===== src/sv/csl_pkg.sv =====
// types, codes and helper functions shared by the c string literal decoder
// no dependencies; compile first

package csl_pkg;

    localparam int UNIT_BITS = 16;
    localparam int ACC_BITS  = 32;
    localparam int MAX_RES   = 3;

    typedef logic [UNIT_BITS-1:0] unit_t;

    typedef enum logic [3:0] {
        PH_SEEK,
        PH_LIT,
        PH_ESC,
        PH_OCT,
        PH_HEXSTART,
        PH_HEX,
        PH_UCN,
        PH_UCNBAD,
        PH_BETWEEN,
        PH_STOPPED,
        PH_DONE
    } phase_t;

    typedef enum logic [2:0] {
        ST_OK          = 3'd0,
        ST_NO_QUOTE    = 3'd1,
        ST_END_ESC     = 3'd2,
        ST_EMPTY_HEX   = 3'd3,
        ST_SHORT_UCN   = 3'd4,
        ST_BAD_UCN     = 3'd5,
        ST_UNTERM      = 3'd6,
        ST_NOTHING     = 3'd7
    } status_t;

    typedef struct packed {
        unit_t       unit;
        logic        unknown;
        logic        is_status;
        logic [2:0]  status;
        logic        last;
    } res_t;

    typedef struct packed {
        logic [1:0]           count;
        res_t [MAX_RES-1:0]   slot;
    } batch_t;

    localparam unit_t CH_QUOTE = 16'h0022;
    localparam unit_t CH_BSL   = 16'h005C;

    function automatic res_t mk_data(unit_t u, logic unk);
        res_t r;
        r = '0;
        r.unit = u;
        r.unknown = unk;
        return r;
    endfunction

    function automatic res_t mk_status(status_t st);
        res_t r;
        r = '0;
        r.is_status = 1'b1;
        r.status = st;
        return r;
    endfunction

    // bit 4 flags a valid hex digit, low nibble is its value
    function automatic logic [4:0] hex_digit(unit_t c);
        logic [4:0] r;
        r = '0;
        if (c >= 16'h0030 && c <= 16'h0039)
            r = {1'b1, c[3:0]};
        else if ((c >= 16'h0061 && c <= 16'h0066) || (c >= 16'h0041 && c <= 16'h0046))
            r = {1'b1, c[3:0] + 4'd9};
        return r;
    endfunction

    function automatic logic is_space(unit_t c);
        return (c == 16'h0020) || (c >= 16'h0009 && c <= 16'h000D);
    endfunction

endpackage


===== src/sv/csl_in_if.sv =====
// input channel: one code unit of the text per item
// depends on csl_pkg

interface csl_in_if;
    logic                 valid;
    logic                 ready;
    csl_pkg::unit_t       code_unit;
    logic                 end_of_text;

    modport source (output valid, output code_unit, output end_of_text, input ready);
    modport sink   (input valid, input code_unit, input end_of_text, output ready);
endinterface


===== src/sv/csl_out_if.sv =====
// output channel: one decoded unit or the final status per item
// depends on csl_pkg

interface csl_out_if;
    logic                 valid;
    logic                 ready;
    csl_pkg::unit_t       decoded_unit;
    logic                 unknown_escape;
    logic                 is_status;
    logic [2:0]           status;
    logic                 last_of_item;

    modport source (output valid, output decoded_unit, output unknown_escape,
                    output is_status, output status, output last_of_item, input ready);
    modport sink   (input valid, input decoded_unit, input unknown_escape,
                    input is_status, input status, input last_of_item, output ready);
endinterface


===== src/sv/csl_decode.sv =====
// parser state registers and the single-step decode of one code unit
// produces up to three results per unit; depends on csl_pkg

module csl_decode (
    input  logic            clk,
    input  logic            rst_n,
    input  logic            fire,
    input  csl_pkg::unit_t  code_unit,
    input  logic            end_of_text,
    output csl_pkg::batch_t batch
);
    import csl_pkg::*;

    phase_t               ph_reg, ph_next;
    logic [ACC_BITS-1:0]  acc_reg, acc_next;
    logic [3:0]           dc_reg, dc_next;
    logic                 lu_reg, lu_next;
    logic                 ea_reg, ea_next;
    logic                 sqp_reg, sqp_next;
    logic                 pwq_reg, pwq_next;

    logic [1:0]           n;
    logic [3:0]           need;
    logic [4:0]           hx;
    logic                 is_q;
    logic                 is_oct;
    logic                 data_put;
    logic                 emitted;
    phase_t               lit_ph;
    logic                 lit_put;
    logic [ACC_BITS-1:0]  ucn_v;

    always_comb
    begin
        ph_next  = ph_reg;
        acc_next = acc_reg;
        dc_next  = dc_reg;
        lu_next  = lu_reg;
        sqp_next = sqp_reg;
        batch    = '0;
        n        = 2'd0;
        data_put = 1'b0;
        need     = lu_reg ? 4'd8 : 4'd4;
        hx       = hex_digit(code_unit);
        is_q     = (code_unit == CH_QUOTE);
        is_oct   = (code_unit >= 16'h0030 && code_unit <= 16'h0037);
        ucn_v    = acc_reg - 32'h0001_0000;

        if (is_q && pwq_reg)
            sqp_next = 1'b1;
        pwq_next = is_q;

        // ordinary literal character handling
        lit_put = 1'b0;
        if (is_q)
            lit_ph = PH_BETWEEN;
        else if (code_unit == CH_BSL)
            lit_ph = PH_ESC;
        else
        begin
            lit_ph = PH_LIT;
            lit_put = 1'b1;
        end

        unique case (ph_reg)
            PH_SEEK:
            begin
                if (is_q)
                    ph_next = PH_LIT;
            end
            PH_LIT:
            begin
                ph_next = lit_ph;
                if (lit_put)
                begin
                    batch.slot[n] = mk_data(code_unit, 1'b0);
                    n = n + 2'd1;
                end
            end
            PH_ESC:
            begin
                ph_next = PH_LIT;
                case (code_unit)
                    16'h005C, 16'h0022:
                    begin
                        batch.slot[n] = mk_data(code_unit, 1'b0);
                        n = n + 2'd1;
                    end
                    16'h006E: begin batch.slot[n] = mk_data(16'h000A, 1'b0); n = n + 2'd1; end
                    16'h0072: begin batch.slot[n] = mk_data(16'h000D, 1'b0); n = n + 2'd1; end
                    16'h0074: begin batch.slot[n] = mk_data(16'h0009, 1'b0); n = n + 2'd1; end
                    16'h0062: begin batch.slot[n] = mk_data(16'h0008, 1'b0); n = n + 2'd1; end
                    16'h0066: begin batch.slot[n] = mk_data(16'h000C, 1'b0); n = n + 2'd1; end
                    16'h0076: begin batch.slot[n] = mk_data(16'h000B, 1'b0); n = n + 2'd1; end
                    16'h0061: begin batch.slot[n] = mk_data(16'h0007, 1'b0); n = n + 2'd1; end
                    default:
                    begin
                        if (is_oct)
                        begin
                            acc_next = {29'd0, code_unit[2:0]};
                            dc_next  = 4'd1;
                            ph_next  = PH_OCT;
                        end
                        else if (code_unit == 16'h0078)
                            ph_next = PH_HEXSTART;
                        else if (code_unit == 16'h0075 || code_unit == 16'h0055)
                        begin
                            lu_next  = (code_unit == 16'h0055);
                            acc_next = '0;
                            dc_next  = 4'd0;
                            ph_next  = PH_UCN;
                        end
                        else
                        begin
                            batch.slot[n] = mk_data(code_unit, 1'b1);
                            n = n + 2'd1;
                        end
                    end
                endcase
            end
            PH_OCT:
            begin
                if (is_oct)
                begin
                    acc_next = {acc_reg[ACC_BITS-4:0], code_unit[2:0]};
                    dc_next  = dc_reg + 4'd1;
                    if (dc_next >= 4'd3)
                    begin
                        batch.slot[n] = mk_data(acc_next[UNIT_BITS-1:0], 1'b0);
                        n = n + 2'd1;
                        ph_next = PH_LIT;
                    end
                end
                else
                begin
                    batch.slot[n] = mk_data(acc_reg[UNIT_BITS-1:0], 1'b0);
                    n = n + 2'd1;
                    ph_next = lit_ph;
                    if (lit_put)
                    begin
                        batch.slot[n] = mk_data(code_unit, 1'b0);
                        n = n + 2'd1;
                    end
                end
            end
            PH_HEXSTART:
            begin
                if (hx[4])
                begin
                    acc_next = {28'd0, hx[3:0]};
                    ph_next  = PH_HEX;
                end
                else
                begin
                    batch.slot[n] = mk_status(ST_EMPTY_HEX);
                    n = n + 2'd1;
                    ph_next = PH_DONE;
                end
            end
            PH_HEX:
            begin
                if (hx[4])
                    acc_next = {16'd0, acc_reg[UNIT_BITS-5:0], hx[3:0]};
                else
                begin
                    batch.slot[n] = mk_data(acc_reg[UNIT_BITS-1:0], 1'b0);
                    n = n + 2'd1;
                    ph_next = lit_ph;
                    if (lit_put)
                    begin
                        batch.slot[n] = mk_data(code_unit, 1'b0);
                        n = n + 2'd1;
                    end
                end
            end
            PH_UCN:
            begin
                dc_next = dc_reg + 4'd1;
                if (hx[4])
                begin
                    acc_next = {acc_reg[ACC_BITS-5:0], hx[3:0]};
                    ucn_v    = acc_next - 32'h0001_0000;
                    if (dc_next >= need)
                    begin
                        ph_next = PH_LIT;
                        if (acc_next[ACC_BITS-1:UNIT_BITS] == '0)
                        begin
                            batch.slot[n] = mk_data(acc_next[UNIT_BITS-1:0], 1'b0);
                            n = n + 2'd1;
                        end
                        else
                        begin
                            // surrogate pair
                            batch.slot[n] = mk_data(16'hD800 + ucn_v[25:10], 1'b0);
                            n = n + 2'd1;
                            batch.slot[n] = mk_data(16'hDC00 + {6'd0, ucn_v[9:0]}, 1'b0);
                            n = n + 2'd1;
                        end
                    end
                end
                else if (dc_next >= need)
                begin
                    batch.slot[n] = mk_status(ST_BAD_UCN);
                    n = n + 2'd1;
                    ph_next = PH_DONE;
                end
                else
                    ph_next = PH_UCNBAD;
            end
            PH_UCNBAD:
            begin
                dc_next = dc_reg + 4'd1;
                if (dc_next >= need)
                begin
                    batch.slot[n] = mk_status(ST_BAD_UCN);
                    n = n + 2'd1;
                    ph_next = PH_DONE;
                end
            end
            PH_BETWEEN:
            begin
                if (is_q)
                    ph_next = PH_LIT;
                else if (!is_space(code_unit))
                    ph_next = PH_STOPPED;
            end
            default:
            begin
            end
        endcase

        data_put = (n != 2'd0) && !batch.slot[0].is_status;
        emitted  = ea_reg | data_put;
        ea_next  = emitted;

        if (end_of_text)
        begin
            unique case (ph_next)
                PH_SEEK:     begin batch.slot[n] = mk_status(ST_NO_QUOTE); n = n + 2'd1; end
                PH_LIT:      begin batch.slot[n] = mk_status(ST_UNTERM); n = n + 2'd1; end
                PH_ESC:      begin batch.slot[n] = mk_status(ST_END_ESC); n = n + 2'd1; end
                PH_OCT, PH_HEX:
                begin
                    batch.slot[n] = mk_data(acc_next[UNIT_BITS-1:0], 1'b0);
                    n = n + 2'd1;
                    batch.slot[n] = mk_status(ST_UNTERM);
                    n = n + 2'd1;
                end
                PH_HEXSTART: begin batch.slot[n] = mk_status(ST_EMPTY_HEX); n = n + 2'd1; end
                PH_UCN, PH_UCNBAD:
                begin
                    batch.slot[n] = mk_status(ST_SHORT_UCN);
                    n = n + 2'd1;
                end
                PH_BETWEEN, PH_STOPPED:
                begin
                    batch.slot[n] = mk_status((emitted || sqp_next) ? ST_OK : ST_NOTHING);
                    n = n + 2'd1;
                end
                default:
                begin
                end
            endcase
            ph_next  = PH_SEEK;
            acc_next = '0;
            dc_next  = 4'd0;
            lu_next  = 1'b0;
            ea_next  = 1'b0;
            sqp_next = 1'b0;
            pwq_next = 1'b0;
        end

        if (n != 2'd0)
            batch.slot[n - 2'd1].last = 1'b1;
        batch.count = n;
    end

    always_ff @(posedge clk or negedge rst_n)
    begin
        if (!rst_n)
        begin
            ph_reg  <= PH_SEEK;
            acc_reg <= '0;
            dc_reg  <= 4'd0;
            lu_reg  <= 1'b0;
            ea_reg  <= 1'b0;
            sqp_reg <= 1'b0;
            pwq_reg <= 1'b0;
        end
        else if (fire)
        begin
            ph_reg  <= ph_next;
            acc_reg <= acc_next;
            dc_reg  <= dc_next;
            lu_reg  <= lu_next;
            ea_reg  <= ea_next;
            sqp_reg <= sqp_next;
            pwq_reg <= pwq_next;
        end
    end

endmodule


===== src/sv/csl_obuf.sv =====
// result register bank: holds the results of one item and hands them out one per
// cycle while out_ready is high; depends on csl_pkg

module csl_obuf (
    input  logic            clk,
    input  logic            rst_n,
    input  logic            load,
    input  csl_pkg::batch_t batch,
    output logic            can_load,
    output logic            out_valid,
    input  logic            out_ready,
    output csl_pkg::res_t   head
);
    import csl_pkg::*;

    res_t [MAX_RES-1:0] slot_reg, slot_next;
    logic [1:0]         cnt_reg, cnt_next;
    logic               pop;

    assign out_valid = (cnt_reg != 2'd0);
    assign pop       = out_valid && out_ready;
    assign head      = slot_reg[0];
    // next item may enter while the last pending result leaves
    assign can_load  = (cnt_reg == 2'd0) || (cnt_reg == 2'd1 && out_ready);

    always_comb
    begin
        slot_next = slot_reg;
        cnt_next  = cnt_reg;
        if (pop)
        begin
            slot_next[0] = slot_reg[1];
            slot_next[1] = slot_reg[2];
            cnt_next     = cnt_reg - 2'd1;
        end
        if (load && batch.count != 2'd0)
        begin
            slot_next = batch.slot;
            cnt_next  = batch.count;
        end
    end

    always_ff @(posedge clk or negedge rst_n)
    begin
        if (!rst_n)
            cnt_reg <= 2'd0;
        else
            cnt_reg <= cnt_next;
    end

    always_ff @(posedge clk)
    begin
        slot_reg <= slot_next;
    end

endmodule


===== src/sv/c_string_literal_unescaper_unit.sv =====
// top level of the c string literal decoder: decode step plus result register bank
// depends on csl_pkg, csl_in_if, csl_out_if, csl_decode, csl_obuf
//
//  port       dir   carries
//  in_item    sink  code_unit[15:0], end_of_text
//  out_item   src   decoded_unit[15:0], unknown_escape, is_status, status[2:0], last_of_item
//
// each code unit is decoded in the cycle it is accepted; its 0 to 3 results are loaded
// into the result bank and leave it one per cycle while the output is ready, starting the next cycle
// a new code unit is taken every cycle while the bank is empty or its last result leaves
// in that cycle; a unit causing more results holds the input while the bank drains
// rst_n clears the parser state and empties the bank; a stalled output holds its item

module c_string_literal_unescaper_unit (
    input  logic      clk,
    input  logic      rst_n,
    csl_in_if.sink    in_item,
    csl_out_if.source out_item
);
    import csl_pkg::*;

    batch_t batch;
    res_t   head;
    logic   can_load;
    logic   fire;

    assign in_item.ready = can_load;
    assign fire          = in_item.valid && can_load;

    csl_decode u_decode (
        .clk         (clk),
        .rst_n       (rst_n),
        .fire        (fire),
        .code_unit   (in_item.code_unit),
        .end_of_text (in_item.end_of_text),
        .batch       (batch)
    );

    csl_obuf u_obuf (
        .clk       (clk),
        .rst_n     (rst_n),
        .load      (fire),
        .batch     (batch),
        .can_load  (can_load),
        .out_valid (out_item.valid),
        .out_ready (out_item.ready),
        .head      (head)
    );

    assign out_item.decoded_unit   = head.unit;
    assign out_item.unknown_escape = head.unknown;
    assign out_item.is_status      = head.is_status;
    assign out_item.status         = head.status;
    assign out_item.last_of_item   = head.last;

endmodule


===== src/flat_wrapper.sv =====
// flat-port wrapper written by rule: the top's interface ports become plain ports
module c_string_literal_unescaper_unit_flat import csl_pkg::*;
  (clk, rst_n, in_item_valid, in_item_code_unit, in_item_end_of_text, in_item_ready, out_item_valid, out_item_decoded_unit, out_item_unknown_escape, out_item_is_status, out_item_status, out_item_last_of_item, out_item_ready);
  csl_in_if in_item_i ();
  csl_out_if out_item_i ();
  input  logic clk;
  input  logic rst_n;
  input wire logic [$bits(in_item_i.valid)-1:0] in_item_valid;
  input wire logic [$bits(in_item_i.code_unit)-1:0] in_item_code_unit;
  input wire logic [$bits(in_item_i.end_of_text)-1:0] in_item_end_of_text;
  output wire logic [$bits(in_item_i.ready)-1:0] in_item_ready;
  output wire logic [$bits(out_item_i.valid)-1:0] out_item_valid;
  output wire logic [$bits(out_item_i.decoded_unit)-1:0] out_item_decoded_unit;
  output wire logic [$bits(out_item_i.unknown_escape)-1:0] out_item_unknown_escape;
  output wire logic [$bits(out_item_i.is_status)-1:0] out_item_is_status;
  output wire logic [$bits(out_item_i.status)-1:0] out_item_status;
  output wire logic [$bits(out_item_i.last_of_item)-1:0] out_item_last_of_item;
  input wire logic [$bits(out_item_i.ready)-1:0] out_item_ready;
  assign in_item_i.valid = in_item_valid;
  assign in_item_i.code_unit = in_item_code_unit;
  assign in_item_i.end_of_text = in_item_end_of_text;
  assign in_item_ready = in_item_i.ready;
  assign out_item_valid = out_item_i.valid;
  assign out_item_decoded_unit = out_item_i.decoded_unit;
  assign out_item_unknown_escape = out_item_i.unknown_escape;
  assign out_item_is_status = out_item_i.is_status;
  assign out_item_status = out_item_i.status;
  assign out_item_last_of_item = out_item_i.last_of_item;
  assign out_item_i.ready = out_item_ready;
  c_string_literal_unescaper_unit u_core (.clk(clk), .rst_n(rst_n), .in_item(in_item_i), .out_item(out_item_i));
endmodule

===== config.mk =====
export PLATFORM = sky130hd
export DESIGN_NAME = c_string_literal_unescaper_unit_flat
export DESIGN_NICKNAME = d
export VERILOG_FILES = /design/src/sv/csl_pkg.sv /design/src/sv/csl_in_if.sv /design/src/sv/csl_out_if.sv /design/src/sv/csl_decode.sv /design/src/sv/csl_obuf.sv /design/src/sv/c_string_literal_unescaper_unit.sv /design/src/flat_wrapper.sv
export SDC_FILE = /design/constraint.sdc
export NUM_CORES = 1
export LEC_CHECK = 0
export BUFFER_PORTS_ARGS = -buffer_cell sky130_fd_sc_hd__buf_2
export CAP_MARGIN = 40
export CORE_AREA = 2 2 195 197
export CTS_BUF_LIST = sky130_fd_sc_hd__clkbuf_8
export CTS_CLUSTER_SIZE = 28
export DETAILED_ROUTE_END_ITERATION = 8
export DIE_AREA = 0 0 197 199
export SLEW_MARGIN = 15
export SYNTH_ARGS = -nofsm -noshare
export SYNTH_HDL_FRONTEND = slang
export SYNTH_SLANG_ARGS = --single-unit

===== constraint.sdc =====
create_clock -name clk -period 12.2 [get_ports clk]
set_input_delay 3.66 -clock clk [delete_from_list [all_inputs] [get_ports clk]]
set_output_delay 3.66 -clock clk [all_outputs]
set_load 0.01 [all_outputs]

# After elaboration in Yosys (flattened, before gate mapping)
# Index checks and enable logic that the tools add are counted.
# totals
reg_bits	108
inputBits	21
out_inout_bits	24
elab_cells	255
# op_classes
addsub	9
n_lt_le_gt_ge	17
eq_ne	41
n_mux	103
bitwise	19
reduce_logical	42
# op_table
operator	n
$pmux W66 S7	1
$mux W22	13
$mux W28	9
$bwmux W66	3
$and A40 B60 Y60	3
$not A60 Y60	3
$eq A16 B7 Y1 const B	11
$mux W44	4
$pmux W22 S8	1
$not A57 Y57	3
$pmux W22 S7	1
$pmux W28 S5	1
$demux W22 S2	3
$mux W66	2
$and A38 B57 Y57	2
$mux W4	20
$pmux W22 S3	1
$and A57 B57 Y57	1
$pmux W4 S9	1
$eq A16 B6 Y1 const B	2
$eq A4 B3 Y1 const B	8
$ge A16 B7 Y1 const B	2
$le A16 B6 Y1 const B	2
$le A16 B7 Y1 const B	2
47 further kinds	132

# Depth between registers and ports, before layout
# Gate-level depths: netlist of run 1.
# depth
word_depth	22
depth_mapped	20
depth_no_buf	18

# By module
# Synthesis of run 1 repeated with hierarchy kept, for this count alone.
# unflattened
hier_cells	878
hier_area_um2	8130.3
# modules_own_cells
mod	instances	cells_per_inst	area_per_inst_um2	seq_area_each_um2
csl_decode	1	721	5255.0	1001.0
csl_obuf	1	156	2869.0	2031.9
c_string_literal_unescaper_unit	1	1	6.3	0.0

# Worst setup path before layout of run 1
# Ideal clock, no wire load.
# synth_path
kind	input to register
startpoint	input port in_item_code_unit[0]
endpoint	register u_core.u_obuf.slot_reg, in the netlist u_core.u_obuf.head[0] (enable)
setup_time_ns	0.751
arrival_time_ns	8.025
required_ns	11.449
slack_ns	3.423
stages	17
n_path_buf	4
path_cell_list	clkbuf_1 inv_1 ha_1 or3b_2 nor4_2 a2111oi_2 nor4_2 or2_1 clkbuf_1 and2_1 clkbuf_1 nor2_1 ha_1 buf_1 o21ai_0 o32a_4 nand4_1
# synth_via
elab_chain_len	14
elab_cells_between_ends	79
cone_classes	add/sub (2); order compare (9); eq/ne (22); mux (31); reduce/logical (15)
# synth_rtl
element	line_no	text
from (decl)	flat_wrapper.sv:9	input wire logic [$bits(in_item_i.code_unit)-1:0] in_item_code_unit;
$ge A16 B7 Y1 (tied with other cells)	csl_pkg.sv:75	else if ((c >= 16'h0061 && c <= 16'h0066) || (c >= 16'h0041 && c <= 16'h0046))
$logic_and A1 B1 Y1 / $logic_or A1 B1 Y1 (equally long branches)	csl_pkg.sv:75, csl_decode.sv:106	
$logic_or A1 B1 Y1 (tied with other cells)	csl_pkg.sv:75	
$mux W5 (tied with other cells)	csl_pkg.sv:75	
$mux W5 (tied with other cells)	csl_pkg.sv:73	if (c >= 16'h0030 && c <= 16'h0039)
$mux W2 (tied with other cells)	csl_decode.sv:179	if (hx[4])
$pmux W2 S7 / $pmux W4 S9 (equally long branches)	csl_decode.sv:65	unique case (ph_reg)
$add A2 B1 Y2 (tied with other cells)	--	
$add A2 B1 Y2 (tied with other cells)	csl_decode.sv:247	n = n + 2'd1;
$pmux W2 S2	csl_decode.sv:238	unique case (ph_next)
$mux W2 *	csl_decode.sv:236	if (end_of_text)
$reduce_bool A2 Y1 *	csl_obuf.sv:36	if (load && batch.count != 2'd0)
$logic_and A1 B1 Y1 *	csl_obuf.sv:36	
$reduce_bool A2 Y1 (no line) *	--	
to (signal assigned)	csl_obuf.sv:53	slot_reg <= slot_next;
to (decl)	csl_obuf.sv:16	res_t [MAX_RES-1:0] slot_reg, slot_next;
# Every way passes the cells marked *; elsewhere a longest branch is shown, timed or not.
# A chain may end at the register's enable or synchronous reset.

==> results.toml, run 1 <==
[die]
rows = 71
die_x_um = 197
start_util = 0.227
die-area_mm2 = 0.0392
core_mm2 = 0.0371
die_h_um = 199
io_pins = 45

[worst_setup_path]
cp_slowest_cell = "nor4_1"
crit_arrival_ps = 9550
r2r-end = "u_core.u_obuf.head[10]$_DFFE_PP_"
crit_fanout = 14
cp-start-kind = "input port"
reg2reg_slack_ps = 6330
crit_path_cell_trace = "buf_2 > nor4_1 > nand2_1 > a2111oi_0 > nor3_1 > or3_1 > nor2_1 > nor2_1 > inv_1 > ha_1 > o21ai_1 > o311ai_1 > and2_1 > o22ai_1 > mux2_4"
startpoint = "in_item_code_unit[11]"
cp-end-kind = "register"
crit_buf_inv = 2
worstPathRequired_ps = 12370
cpLargestDelayFamily = "simple AND/OR/NAND/NOR gates"
worst_r2r_path_depth = 16
critical_path_class = "input port to register"
cp_common_cell = "nor2_1"
cp_slowest_stage_delay_ps = 770
r2r_start = "u_core.u_decode.dc_reg[0]$_DFFE_PN0P_"

[placement]
gp_congestion = 0.992
dp.cells = 1384
dp_hpwl_um = 21200
postPlaceCellArea_mm2 = 0.00888
port_buffers = 44

[pwr]
ir_drop_v = 0.0000804
pwr-share-clk = 0.181
swShare = 0.390
totalPowerFinal_mw = 1.32
p_comb_frac = 0.406
sequentialPowerShare = 0.413
power.leakage_nw = 3.12
powerDensity_mw_per_mm2 = 145
p_int_mw = 0.808
p_switching_mw = 0.516

[run]
maxCapViolCount = 0

[cells_and_area]
largest_register_ffs = 42
utilization = 0.245
layout.nets = 960
diodes = 0
fin_cells = 1402
drive_gt1_frac = 0.156
stdcell_area_mm2 = 0.00910
area_growth_syn_to_layout_pct = 7.86

[synthesis]
synth.most_common_cell = "nand2_1"
synth-adder-area-share = 0.0237
synth_area_leader_cell = "edfxtp_1"
synthTopCellsByArea = "edfxtp_1, dfrtp_1, nand2_1"
postSynthNetCount = 992
avgSynthCellArea_um2 = 8.84
yosys-mux-area-fraction = 0.0590
synthCells = 955
synth_edf_count = 64
synth-compound-area-share = 0.278
synth_seq_cells = 106
synth_cell_types = 92
postSynth.topFlopCell = "edfxtp_1"
synthSimpleGateAreaFrac = 0.192
yosys-top-cells-count = "nand2_1, o21ai_0, edfxtp_1"
synth-async-reset-ratio = 0.396
yosysWarnings = 0
syn-cell-area_mm2 = 0.00844
netlist.area_leader.share = 0.228
ys_seq_area_frac = 0.352
synth_top_family_by_area = "compound AO/OA/AOI/OAI gates"
synthXorXnorAreaFrac = 0.0157

[clock_tree]
clk_pin_slew_ps = 120
cts_sinks = 106
clk_path_buf_depth = 2
post_cts_resized = 0
cts_made_buffers = 9
holdBufCountCts = 0
htree_levels = 3
cts_root_buf = "clkbuf_8"
post-cts-setup-buffers = 0
cts_tree = "done"
clk_latency_ps = 410

[min_path]
hold_path_end = "u_core.u_decode.acc_reg[25]$_DFFE_PN0P_"
holdCritStartpoint = "u_core.u_decode.acc_reg[25]$_DFFE_PN0P_"
hold_depth = 2
hold_path.class = "register to register"

[timing]
fin_crit_sh = 0.769
worst_pin_slew_ps = 900
clock_skew_ps = 19.1
fmaxAchievable_mhz = 107
finalHoldViolations = 0
slew_viol_final = 0
fin_setup_tns_ps = 0
fin_crit_ps = 9380
max_slew_margin = 0.384
setup_viol_count_final = 0
rsz0062_at_grt = "no"

[route]
vias_per_cell = 5.48
drt-initial-drc-count = 1085
num_vias = 7684
drcViolationCount = 0
wl_per_cell_um = 20.9
ant_nets = 0
drt-total-wl_um = 29300
drt_first_pass_iters = 6

[global_routing]
overflow = 0
antenna_found_initial = 0
grt_first_pass_wirelength_um = 44900
grt_max_degree = 45
grt_pass1_vias = 7268
grt.total_usage = 0.149

[run_status]
status = "complete, no violations"
worst register-to-register path, delay by kind of cell (launching register included):
family / cells / cell delay (ps)
compound gates: 5 / 1050
xor+xnor: 1 / 150
fa+ha+maj: 3 / 1050
buf+inv: 1 / 150
flops: 1 / 470
mux: 1 / 290
simple gates: 5 / 2460
cell usage in the layout, fill, tap and decap left out, types with 8 or more instances in the layout:
cell      Yosys  routed
a211oi_1     13      13
a21o_1       11      11
a21oi_1      59      59
a221oi_1     16      16
a22oi_1      22      22
and2_1       12      12
buf_2         6      44
buf_4        21       8
clkbuf_8      0       9
dfrtp_1      42      42
edfxtp_1     64      64
ha_1         16      16
inv_1        37      37
mux2_2        8       8
mux2_4       19      19
mux2i_1      10      10
nand2_1      98      98
nand2b_1     10      10
nand3_1      17      17
nand4_1       8       8
nor2_1       63      63
nor3_1       24      22
nor4_1        8       8
o211ai_1      8       8
o21ai_0      69      68
o21ai_1       9       9
o22ai_1      22      22
o22ai_2       9       9
o31ai_1      16      16
or3_1        12      12
xnor2_1      11      11
final cells by class:
cell class | count | area, um^2
Timing Repair Buffer | 59 | 388
Clock inverter | 7 | 75.1
Fill cell | 4013 | 28000
Clock buffer | 9 | 124
Inverter | 37 | 139
Sequential cell | 106 | 2970
Multi-Input combinational cell | 710 | 4810
Tap cell | 474 | 593
worst max-delay path by stage:
| stage | slack, ps | depth (start not counted) | end |
|---|---|---|---|
| 2_1_floorplan | 3420 | 17 | u_core.u_obuf.head[0]$_DFFE_PP_ |
| 3_3_place_gp | 2820 | 13 | u_core.u_obuf.head[15]$_DFFE_PP_ |
| 3_5_place_dp | 2710 | 15 | u_core.u_obuf.head[10]$_DFFE_PP_ |
| 4_1_cts | 3110 | 15 | u_core.u_obuf.head[15]$_DFFE_PP_ |
| 5_1_grt | 2640 | 15 | u_core.u_obuf.head[15]$_DFFE_PP_ |
| 6_report | 2820 | 15 | u_core.u_obuf.head[10]$_DFFE_PP_ |
kinds of logic (layout without fill, tap and decap cells):
logic type | count (synthesis) | in the layout
mux | 38 | 38
flops | 106 | 106
simple gates | 311 | 311
xor+xnor | 13 | 13
buf+inv | 139 | 112
compound gates | 332 | 332
fa+ha+maj | 16 | 16
power by group through the flow:
stage	Sequential, mW	Combinational [mW]	Clock, mW
after floorplan	0.530	0.433	0
after global placement	0.558	0.518	0
after detailed placement	0.556	0.533	0
after CTS	0.550	0.534	0.244
after global routing	0.557	0.582	0.254
final	0.546	0.538	0.240
per-stage QoR:
stage               worst slack (ps)  hold slack [ps]
global placement                2820              466
global route                    2640              543
floorplan                       3420              450
CTS                             3110              499
detailed placement              2710              471
finish                          2820              498
layer usage:
metal,part of all wire,track usage
met5,0,0
met2,0.47,0.241
met4,0.023,0.0440
met3,0.075,0.0331
met1,0.43,0.197
Power figures use the tool's default switching activity.
==> run 2, diff against run 1 <==
==> constraint.sdc (replaced) <==
create_clock -name clk -period 8 [get_ports clk]
set_input_delay 2.4 -clock clk [delete_from_list [all_inputs] [get_ports clk]]
set_output_delay 2.4 -clock clk [all_outputs]
set_load 0.01 [all_outputs]
==> results.toml, run 2 (synthesis gave the netlist of run 1 again) <==
[timing]
max_slew_margin = 0.314
fin_crit_sh = 0.873
setup_viol_count_final = 0
hold_slack_ps = 492
fin_crit_ps = 6980
clock_skew_ps = 15.4
slew_viol_final = 0
fin_setup_tns_ps = 0
fmaxAchievable_mhz = 143
worst_pin_slew_ps = 1000
rsz0062_at_grt = "no"
finalHoldViolations = 0

[clock_tree]
clk_pin_slew_ps = 130
clk_path_buf_depth = 2
clk_latency_ps = 410
post_cts_resized = 0
cts_tree = "done"
htree_levels = 3
cts_made_buffers = 9
post-cts-setup-buffers = 0
cts_root_buf = "clkbuf_8"
holdBufCountCts = 0
cts_sinks = 106

[cells_and_area]
layout_common_cells = "nand2_1, o21ai_0, edfxtp_1, nor2_1, a21oi_1"
final_common_cell = "nand2_1"
drive_gt1_frac = 0.166
layout.nets = 971
largest_register_ffs = 42
area_growth_syn_to_layout_pct = 8.34

[pwr]
power.leakage_nw = 3.16
ir_drop_v = 0.0000971
powerDensity_mw_per_mm2 = 218

[worst_setup_path]
cp-end-kind = "register"
critical_path_class = "input port to register"
cp_slowest_cell = "or3_1"
cp_slowest_stage_delay_ps = 450
crit_fanout = 11
crit_path_cell_trace = "buf_2 > inv_1 > ha_1 > and2_1 > o21ai_0 > a21oi_1 > or3_1 > o21ai_0 > nand4_1 > inv_1 > ha_1 > inv_1 > nor2_1 > nand2_1 > buf_4 > or3_1 > o22ai_1 > mux2_4"
crit_arrival_ps = 7280
reg2reg_slack_ps = 3030
cp-start-kind = "input port"
worstPathRequired_ps = 8290
cp_common_cell = "inv_1"

[die]
io_pins = 45
rows = 71
die_x_um = 197
core_mm2 = 0.0371
start_util = 0.227
die_h_um = 199
die-area_mm2 = 0.0392

[run]
maxCapViolCount = 0

[route]
drcViolationCount = 0
num_vias = 7725
wl_per_cell_um = 20.2
drt-total-wl_um = 28600
drt_first_pass_iters = 6
vias_per_cell = 5.46
ant_nets = 0
drt-initial-drc-count = 798

[global_routing]
overflow = 0
grt_max_degree = 50
grt_pass1_vias = 7509
grt.total_usage = 0.147
antenna_found_initial = 2
grt_first_pass_wirelength_um = 44700

[run_status]
status = "complete, no violations"

[min_path]
hold_path.class = "register to register"

[placement]
dp_hpwl_um = 21300
gp_congestion = 0.961
port_buffers = 44
run 2: cell types whose count changed in the layout (fill, tap and decap cells not counted), sizes merged:
cell    delta
buf       +10
bufinv     -1
clkbuf     +1
diode      +1
inv        +1
run 2: worst paths after layout:
kind / cells past startpoint / to / startpoint
worst max-delay path: 18 / u_core.u_obuf.head[18]$_DFFE_PP_ / in_item_code_unit[0]
worst min-delay path: 2 / u_core.u_decode.acc_reg[27]$_DFFE_PN0P_ / u_core.u_decode.acc_reg[27]$_DFFE_PN0P_
worst max register to register: 11 / u_core.u_obuf.head[17]$_DFFE_PP_ / u_core.u_decode.ph_reg[1]$_DFFE_PN0P_
worst min register to register: 2 / u_core.u_decode.acc_reg[27]$_DFFE_PN0P_ / u_core.u_decode.acc_reg[27]$_DFFE_PN0P_
max in group asynchronous: 2 / u_core.u_decode.acc_reg[9]$_DFFE_PN0P_ / rst_n
min in group asynchronous: 1 / u_core.u_obuf.cnt_reg[0]$_DFFE_PN0P_ / rst_n
run 2: through the flow:
| stage | instance area (um^2) | std cells | util | setup WS (ps) | total power, mW |
|---|---|---|---|---|---|
| CTS | 9140 | 1412 | 0.246 | 1050 | 2.00 |
| global route | 9150 | 1414 | 0.246 | 714 | 2.12 |
| finish | 9150 | 1414 | 0.246 | 1020 | 1.99 |
| floorplan | 8440 | 955 | - | 483 | 1.47 |
| global placement | 8900 | 1392 | 0.240 | 524 | 1.65 |
| detailed placement | 8940 | 1396 | 0.241 | 652 | 1.66 |
run 2: layer usage:
layer	up-vias	wire, um	track usage
met5	-	16	0
met4	2	1130	0.0643
met2	337	13300	0.236
li1	3558	-	-
met3	69	1900	0.0315
met1	3759	12300	0.190
run 2: cell type report:
class                   instances  area, um^2
fillers                      4016       28000
clock inverters                 7        70.1
repair buffers                 70         440
well taps                     474         593
multi-input cells             710        4800
inverters                      37         139
clock buffers                   9         124
diodes                          1        2.50
flip-flops and latches        106        2970
run 2: where the power goes:
group          internal [mW]  switching (mW)  total [mW]
registers              0.762          0.0697       0.831
logic                  0.323           0.493       0.816
clock network          0.122           0.221       0.342
total                   1.21           0.783        1.99
run 2: critical path: cells and delay by family:
family	cells	cell delay [ps]
AOI/OAI and AO/OA	4	1230
adders and majority gates	2	570
buffers and inverters	5	890
muxes	1	170
and+or+nand+nor	6	2000
